## src/hw/rtl/nbmu_pkg.sv

```systemverilog
// ----------------------------------------------------------------------------
// Neuron backprop momentum unit package
// Shared types, codes and constants of the controller and the datapath.
// ----------------------------------------------------------------------------
`default_nettype none

package nbmu_pkg;

  // Number of incoming connections, one store entry each.
  localparam int unsigned MaxInputs = 256;

  // Fixed-point constants.
  localparam int unsigned OneQ14   = 16384;
  localparam int unsigned Tanh27   = 27 << 16;
  localparam int unsigned TanhLim  = 3 << 16;

  // Restoring divider of the tanh approximation: one quotient bit a cycle.
  localparam int unsigned DivSteps = 16;
  localparam int unsigned DivCntW  = 4;

  typedef enum logic [2:0] {
    OP_LOAD   = 3'd0,
    OP_FWD    = 3'd1,
    OP_OGRAD  = 3'd2,
    OP_HGRAD  = 3'd3,
    OP_UPDATE = 3'd4
  } op_e;

  localparam logic [1:0] KIND_OUT    = 2'd0;
  localparam logic [1:0] KIND_GRAD   = 2'd1;
  localparam logic [1:0] KIND_WEIGHT = 2'd2;

  localparam logic [0:0] CFG_LEARN_RATE = 1'b0;
  localparam logic [0:0] CFG_MOMENTUM   = 1'b1;

  localparam logic [15:0] LearnRateRst = 16'd9830;
  localparam logic [15:0] MomentumRst  = 16'd32768;

  typedef enum logic [3:0] {
    ST_IDLE,
    ST_LOAD,
    ST_READ,
    ST_MAC_MUL,
    ST_MAC_ACC,
    ST_TANH_SQ,
    ST_TANH_NUM,
    ST_TANH_DIV,
    ST_TANH_END,
    ST_SLOPE,
    ST_GRAD_MUL,
    ST_GRAD_END,
    ST_UPD_MUL1,
    ST_UPD_MUL2,
    ST_UPD_MUL3,
    ST_UPD_END
  } state_e;

  typedef enum logic [4:0] {
    UOP_NONE,
    UOP_CAPTURE,
    UOP_LOAD,
    UOP_READ,
    UOP_MAC_MUL,
    UOP_MAC_ACC,
    UOP_TANH_SQ,
    UOP_TANH_NUM,
    UOP_DIV_STEP,
    UOP_TANH_END,
    UOP_SLOPE,
    UOP_GRAD_MUL,
    UOP_GRAD_END,
    UOP_UPD_MUL1,
    UOP_UPD_MUL2,
    UOP_UPD_MUL3,
    UOP_UPD_END
  } uop_e;

  typedef struct packed {
    uop_e uop;
    logic div_first;
    logic hidden;
  } cmd_t;

endpackage

`default_nettype wire

```

## src/hw/rtl/nbmu_ctrl.sv

```systemverilog
// ----------------------------------------------------------------------------
// Neuron backprop momentum unit controller
// Sequences one request at a time through the datapath micro-operations.
// ----------------------------------------------------------------------------
`default_nettype none

module nbmu_ctrl (
  input  logic          clk_i,
  input  logic          rst_ni,
  input  logic          start,
  input  logic [2:0]    opcode_i,
  input  logic          last_i,
  output logic          busy,
  output nbmu_pkg::cmd_t cmd_o
);
  import nbmu_pkg::*;

  state_e state_q, state_d;
  op_e    op_q, op_d;
  logic   last_q, last_d;
  logic [DivCntW-1:0] cnt_q, cnt_d;

  always_ff @(posedge clk_i or negedge rst_ni) begin
    if (!rst_ni) begin
      state_q <= ST_IDLE;
      op_q    <= OP_LOAD;
      last_q  <= 1'b0;
      cnt_q   <= '0;
    end else begin
      state_q <= state_d;
      op_q    <= op_d;
      last_q  <= last_d;
      cnt_q   <= cnt_d;
    end
  end

  // Next state.
  always_comb begin
    state_d = state_q;
    op_d    = op_q;
    last_d  = last_q;
    cnt_d   = cnt_q;
    unique case (state_q)
      ST_IDLE: begin
        if (start) begin
          op_d   = op_e'(opcode_i);
          last_d = last_i;
          case (opcode_i)
            OP_LOAD:   state_d = ST_LOAD;
            OP_FWD:    state_d = ST_READ;
            OP_OGRAD:  state_d = ST_SLOPE;
            OP_HGRAD:  state_d = ST_MAC_MUL;
            OP_UPDATE: state_d = ST_READ;
            default:   state_d = ST_IDLE;
          endcase
        end
      end
      ST_LOAD:     state_d = ST_IDLE;
      ST_READ:     state_d = (op_q == OP_FWD) ? ST_MAC_MUL : ST_UPD_MUL1;
      ST_MAC_MUL:  state_d = ST_MAC_ACC;
      ST_MAC_ACC: begin
        if (!last_q) begin
          state_d = ST_IDLE;
        end else if (op_q == OP_FWD) begin
          state_d = ST_TANH_SQ;
        end else begin
          state_d = ST_SLOPE;
        end
      end
      ST_TANH_SQ:  state_d = ST_TANH_NUM;
      ST_TANH_NUM: begin
        state_d = ST_TANH_DIV;
        cnt_d   = DivCntW'(DivSteps - 1);
      end
      ST_TANH_DIV: begin
        if (cnt_q == '0) begin
          state_d = ST_TANH_END;
        end else begin
          cnt_d = cnt_q - DivCntW'(1);
        end
      end
      ST_TANH_END: state_d = ST_IDLE;
      ST_SLOPE:    state_d = ST_GRAD_MUL;
      ST_GRAD_MUL: state_d = ST_GRAD_END;
      ST_GRAD_END: state_d = ST_IDLE;
      ST_UPD_MUL1: state_d = ST_UPD_MUL2;
      ST_UPD_MUL2: state_d = ST_UPD_MUL3;
      ST_UPD_MUL3: state_d = ST_UPD_END;
      ST_UPD_END:  state_d = ST_IDLE;
      default:     state_d = ST_IDLE;
    endcase
  end

  // Outputs.
  always_comb begin
    busy             = (state_q != ST_IDLE);
    cmd_o.hidden     = (op_q == OP_HGRAD);
    cmd_o.div_first  = (cnt_q == DivCntW'(DivSteps - 1));
    cmd_o.uop        = UOP_NONE;
    unique case (state_q)
      ST_IDLE:     cmd_o.uop = start ? UOP_CAPTURE : UOP_NONE;
      ST_LOAD:     cmd_o.uop = UOP_LOAD;
      ST_READ:     cmd_o.uop = UOP_READ;
      ST_MAC_MUL:  cmd_o.uop = UOP_MAC_MUL;
      ST_MAC_ACC:  cmd_o.uop = UOP_MAC_ACC;
      ST_TANH_SQ:  cmd_o.uop = UOP_TANH_SQ;
      ST_TANH_NUM: cmd_o.uop = UOP_TANH_NUM;
      ST_TANH_DIV: cmd_o.uop = UOP_DIV_STEP;
      ST_TANH_END: cmd_o.uop = UOP_TANH_END;
      ST_SLOPE:    cmd_o.uop = UOP_SLOPE;
      ST_GRAD_MUL: cmd_o.uop = UOP_GRAD_MUL;
      ST_GRAD_END: cmd_o.uop = UOP_GRAD_END;
      ST_UPD_MUL1: cmd_o.uop = UOP_UPD_MUL1;
      ST_UPD_MUL2: cmd_o.uop = UOP_UPD_MUL2;
      ST_UPD_MUL3: cmd_o.uop = UOP_UPD_MUL3;
      ST_UPD_END:  cmd_o.uop = UOP_UPD_END;
      default:     cmd_o.uop = UOP_NONE;
    endcase
  end

endmodule

`default_nettype wire

```

## config.mk

```make
export PLATFORM = sky130hd
export DESIGN_NAME = nbmu_ctrl
export DESIGN_NICKNAME = d
export VERILOG_FILES = /design/src/hw/rtl/nbmu_pkg.sv /design/src/hw/rtl/nbmu_ctrl.sv
export SDC_FILE = /design/constraint.sdc
export NUM_CORES = 1
export LEC_CHECK = 0
export ABC_AREA = 1
export BUFFER_PORTS_ARGS = -buffer_cell sky130_fd_sc_hd__clkbuf_2
export CELL_PAD_IN_SITES_DETAIL_PLACEMENT = 1
export CELL_PAD_IN_SITES_GLOBAL_PLACEMENT = 2
export CORE_ASPECT_RATIO = 0.5
export CORE_MARGIN = 5
export CORE_UTILIZATION = 32
export CTS_BUF_LIST = sky130_fd_sc_hd__clkbuf_16
export DETAILED_ROUTE_END_ITERATION = 8
export PLACE_DENSITY = 0.91
export SYNTH_ARGS = -nofsm -noshare
export SYNTH_HDL_FRONTEND = slang
export SYNTH_SLANG_ARGS = --single-unit
```

## constraint.sdc

```tcl
create_clock -name clk_i -period 2 [get_ports clk_i]
set_clock_uncertainty 0.15 [all_clocks]
set_input_delay 0.1 -clock clk_i [delete_from_list [all_inputs] [get_ports clk_i]]
set_output_delay 0.1 -clock clk_i [all_outputs]
set_load 0.01 [all_outputs]
```

Word-level counts from Yosys, hierarchy flattened
Cells that the tools add are included.

word-level totals
  bits of input ports = 7
  flip-flop bits (word level) = 12

cells by class
  eq/ne operators = 25
  reduce and logical (&&, ||, !) cells = 10
  mux-type cells = 11
  add/sub/neg operators = 1

operator list
  cell                                              number
  case mux 5 bit (16 select lines)                  1
  case mux 4 bit (13 select lines)                  1
  == test 4 bit, second input constant              9
  2-to-1 mux 4 bit                                  6
  == test 4 x 3 -> 1 bit, second input constant     4
  case mux 4 bit (4 select lines)                   1
  == test 3 x 2 -> 1 bit, second input constant     3
  == test 4 x 2 -> 1 bit, second input constant     2
  zero test 4 bit                                   2
  case mux 4 bit (2 select lines)                   1
  == test 3 x 1 -> 1 bit, second input constant     2
  inequality test 2 bit, second input constant      3
  AND reduction 2 bit                               3
  == test 4 x 1 -> 1 bit, second input constant     1
  nonzero test 4 bit                                1
  OR reduction 4 bit                                1
  subtractor 4 x 1 -> 4 bit, second input constant  1
  == test 3 bit, second input constant              1
  zero test 3 bit                                   1
  nonzero test 2 bit                                1
  OR reduction 2 bit                                1
  2-to-1 mux 1 bit                                  1

Depth between registers and ports, before layout
  depth in word-level cells = 5
  depth in mapped cells = 8

Worst setup path after synthesis
OpenSTA, ideal clock, no wires.

  path kind = flip-flop to flip-flop
  from = register cnt_q[0]
  to = register cnt_q[0]
  period minus slack after synthesis = 1347 ps
  cell stages (with the launch flop) = 8
  path buffers = 0
  setup slack = 653 ps
  arrival time = 1070 ps
  path through = dfrtp_1 inv_1 ha_1 nand3_1 nand2_4 o21ai_2 o21ai_1 o21ai_0

between the ends
  cells in the longest elaborated chain, start to end = 3
  elaborated cells between the ends (all ways) = 6
  classes of those cells = add/sub: 1; eq/ne: 1; mux: 2; reduce/logical: 2

ends and longest elaborated chain
  item                                                                    line                              source
  from (decl)                                                             nbmu_ctrl.sv:21                   logic [DivCntW-1:0] cnt_q, cnt_d;
  from (signal assigned)                                                  nbmu_ctrl.sv:33                   cnt_q <= cnt_d;
  subtractor 4 x 1 -> 4 bit or zero test 4 bit (tied branches)            nbmu_ctrl.sv:79, nbmu_ctrl.sv:76
  2-to-1 mux 4 bit or inequality test 2 bit (tied branches)               n/a
  case mux 4 bit (2 select lines) or AND reduction 2 bit (tied branches)  n/a

Several ways; a longest one is shown, not always the timed one. The select of a mux whose other input is x is not followed.
A chain may end at the register's enable or synchronous reset.

==> results.ini <==
[timing]
slew_viol_final = 0
setup_viol_count_final = 0
fmax_ghz = 0.617
hold_violations = 0
final.period_utilization_pct = 81.1
whs_ns = 0.00978
setup_slack_ns = 0.379
tightestPinTransition_ns = 0.339
rsz0062_at_grt = no
fin_tns_setup_ns = 0
period_minus_slack_ns = 1.62
slew_headroom_pct = 77.4

[floorplanning]
die_area_sq_mm = 0.00379
core_sq_mm = 0.00254
row_count = 13
die_y_um = 46.1
ios = 15
initial_utilization_pct = 32.9
die_x_um = 82.2

[worst_setup_path]
worstPathMaxFanout = 6
r2r-end = cnt_q[2]$_DFFE_PN0P_
r2r_slack_ns = 0.49
rr_startpoint = cnt_q[0]$_DFFE_PN0P_
critPathCaptureType = output pin
cp_data_required_time_ns = 1.75
rr_worst_depth = 7
critPathArrivalTime_ns = 1.37
crit_path_start_kind = flip-flop
worstSetupPathType = flip-flop to output pin

[min_path]
hold_end = op_q[0]$_DFFE_PN0P_
worstHoldStart = opcode_i[0]
hold_class = primary input to flip-flop
holdPathStages = 3

[layout]
finish.net_count = 150
layout-drive-gt1-share_pct = 22.9
fillers = 338
finalNonFillerCells = 177
diodes = 0
final_util_pct = 41.8
stdcell_area_sq_mm = 0.00106
area_growth_pct = 27.0

[route]
postRouteAntennaNets = 0
first_pass_iters = 4
wl_per_cell_um = 11.9
vias = 801
drc = 0
first_iter_violations = 17
via_per_inst = 4.53
totalWireLength_um = 2110

[global_route]
first_global_vias = 845
antenna_found_initial = 0
grt-ovfl-total = 0
gr-usage-all-layers_pct = 13.8
grt_max_degree = 13
grt_pass1_wl_um = 3820

[placed_design]
dp_hpwl_um = 1750
gp_congestion = 0.813
dpl_worst_slack_ns = 0.480
placed_cells = 170
port_buffers = 14
postPlaceCellArea_sq_um = 951

[logic_synthesis]
synth_top_area_share_pct = 36.0
yosys.area.top_type = dfrtp_1
synthDistinctLibCells = 23
ys.flop_type = dfrtp_1
synth.most_common_cell = nand2_1
synth_common_cells = nand2_1, inv_1, nor2_1
synth_warnings = 0
avgSynthCellArea_sq_um = 7.01
synth_seq_cells = 12
synth-edff-count = 0
syn_inst = 119
ys_seq_area_share_pct = 36.0
synth_nets = 128
netlist_area_sq_um = 835
async_flop_share_pct = 100
synth.area.top_cells = dfrtp_1, nand2_1, inv_1, nand3_1, o21ai_0

[job]
cap_violations = 0

[power]
power.total_mw = 1.62
p_leak_nw = 0.559
vdd_drop_max_uv = 463
p_per_area_mw_per_mm2 = 1520

[cts]
cts-root-buf = clkbuf_16
cts_buffers = 3
clock_path_buffers = 2
clk_pin_slew_worst_paths_ns = 0.04
htreeDepth = 1
clk_latency_ns = 0.24
ctsResizeCount = 0
cts_setup_buffers = 0
cts_tree = built
cts_sinks = 12

[run_status]
status = finished clean

-- logic make-up (layout without fill, tap and decap cells) --
family / Yosys count / count (layout) / synth area share [%]
AOI/OAI and AO/OA: 19 / 19 / 12.4
xor gates and xnor gates: 1 / 1 / 1.05
adders and majority gates: 2 / 2 / 3.00
buffers and inverters: 19 / 40 / 8.55
DFF: 12 / 12 / 36.0
and+or+nand+nor: 66 / 66 / 39.0
-- worst max path at each step --
stage,startpoint,to,slack [ns],depth (start not counted)
4_1_cts,state_q[2]$_DFFE_PN0P_,cmd_o[2],0.36,5
5_1_grt,state_q[2]$_DFFE_PN0P_,cmd_o[2],0.27,5
6_report,state_q[2]$_DFFE_PN0P_,cmd_o[2],0.38,5
3_5_place_dp,cnt_q[0]$_DFFE_PN0P_,cnt_q[0]$_DFFE_PN0P_,0.48,7
3_3_place_gp,cnt_q[0]$_DFFE_PN0P_,cnt_q[0]$_DFFE_PN0P_,0.50,7
2_1_floorplan,cnt_q[0]$_DFFE_PN0P_,cnt_q[0]$_DFFE_PN0P_,0.65,7
-- registers in the layout, summed over array words and instances, names as in the netlist --
register  flops
op_q          3
cnt_q         4
state_q       4
last_q        1
-- what timing repair did --
| action | in CTS | in global routing |
|---|---|---|
| hold buffers | 3 | 0 |
| endpoints found under the setup margin | 0 | 0 |
| endpoints found under the hold margin | 14 | 0 |
-- power breakdown --
part / total (mW) / internal (mW) / switching (mW)
clock network: 0.373 / 0.264 / 0.109
registers: 0.455 / 0.356 / 0.0995
logic: 0.787 / 0.281 / 0.506
-- critical path: stages (launching register included) --
cell and delay (ns):
dfrtp_1 0.45, inv_2 0.13, nand2_4 0.10, o31ai_1 0.24, inv_1 0.07, clkbuf_2 0.13
-- per-layer routing --
layer | vias to the layer above | share of wire, % | wire (um) | track usage (%)
li1 | 423 | - | - | -
met1 | 366 | 48 | 1010 | 16.1
met2 | 10 | 48 | 1010 | 25.0
met3 | 2 | 3.6 | 75 | 4.49
met4 | 0 | 0.66 | 14 | 2.98
met5 | - | 0 | 0 | 0
-- cell type report --
type | instances | area, sq um | area share [%]
clock buffers | 3 | 75.1 | 7.08
inverters | 19 | 71.3 | 6.73
well taps | 37 | 46.3 | 4.37
flip-flops and latches | 12 | 300 | 28.3
clock inverters | 1 | 3.75 | 0.354
repair buffers | 17 | 100 | 9.45
multi-input cells | 88 | 463 | 43.7
-- cell usage in the layout (no fill, tap or decap) --
cell type,count
nand2_1,27
inv_1,14
clkbuf_2,14
nor2_1,13
dfrtp_1,12
nand3_1,10
o21ai_0,10
inv_2,5
nand2_2,4
nor3_1,4
o21ai_1,3
a21oi_1,3
clkbuf_16,3
dlygate4sd3_1,3
nand2_4,2
ha_1,2
nor2_2,1
nor2_8,1
or2_1,1
o31ai_1,1
nor2_4,1
o21ai_2,1
nand3b_1,1
nand4_1,1
o21bai_1,1
xor2_1,1
clkinv_1,1
No activity file was read; power rests on OpenSTA's default activity.
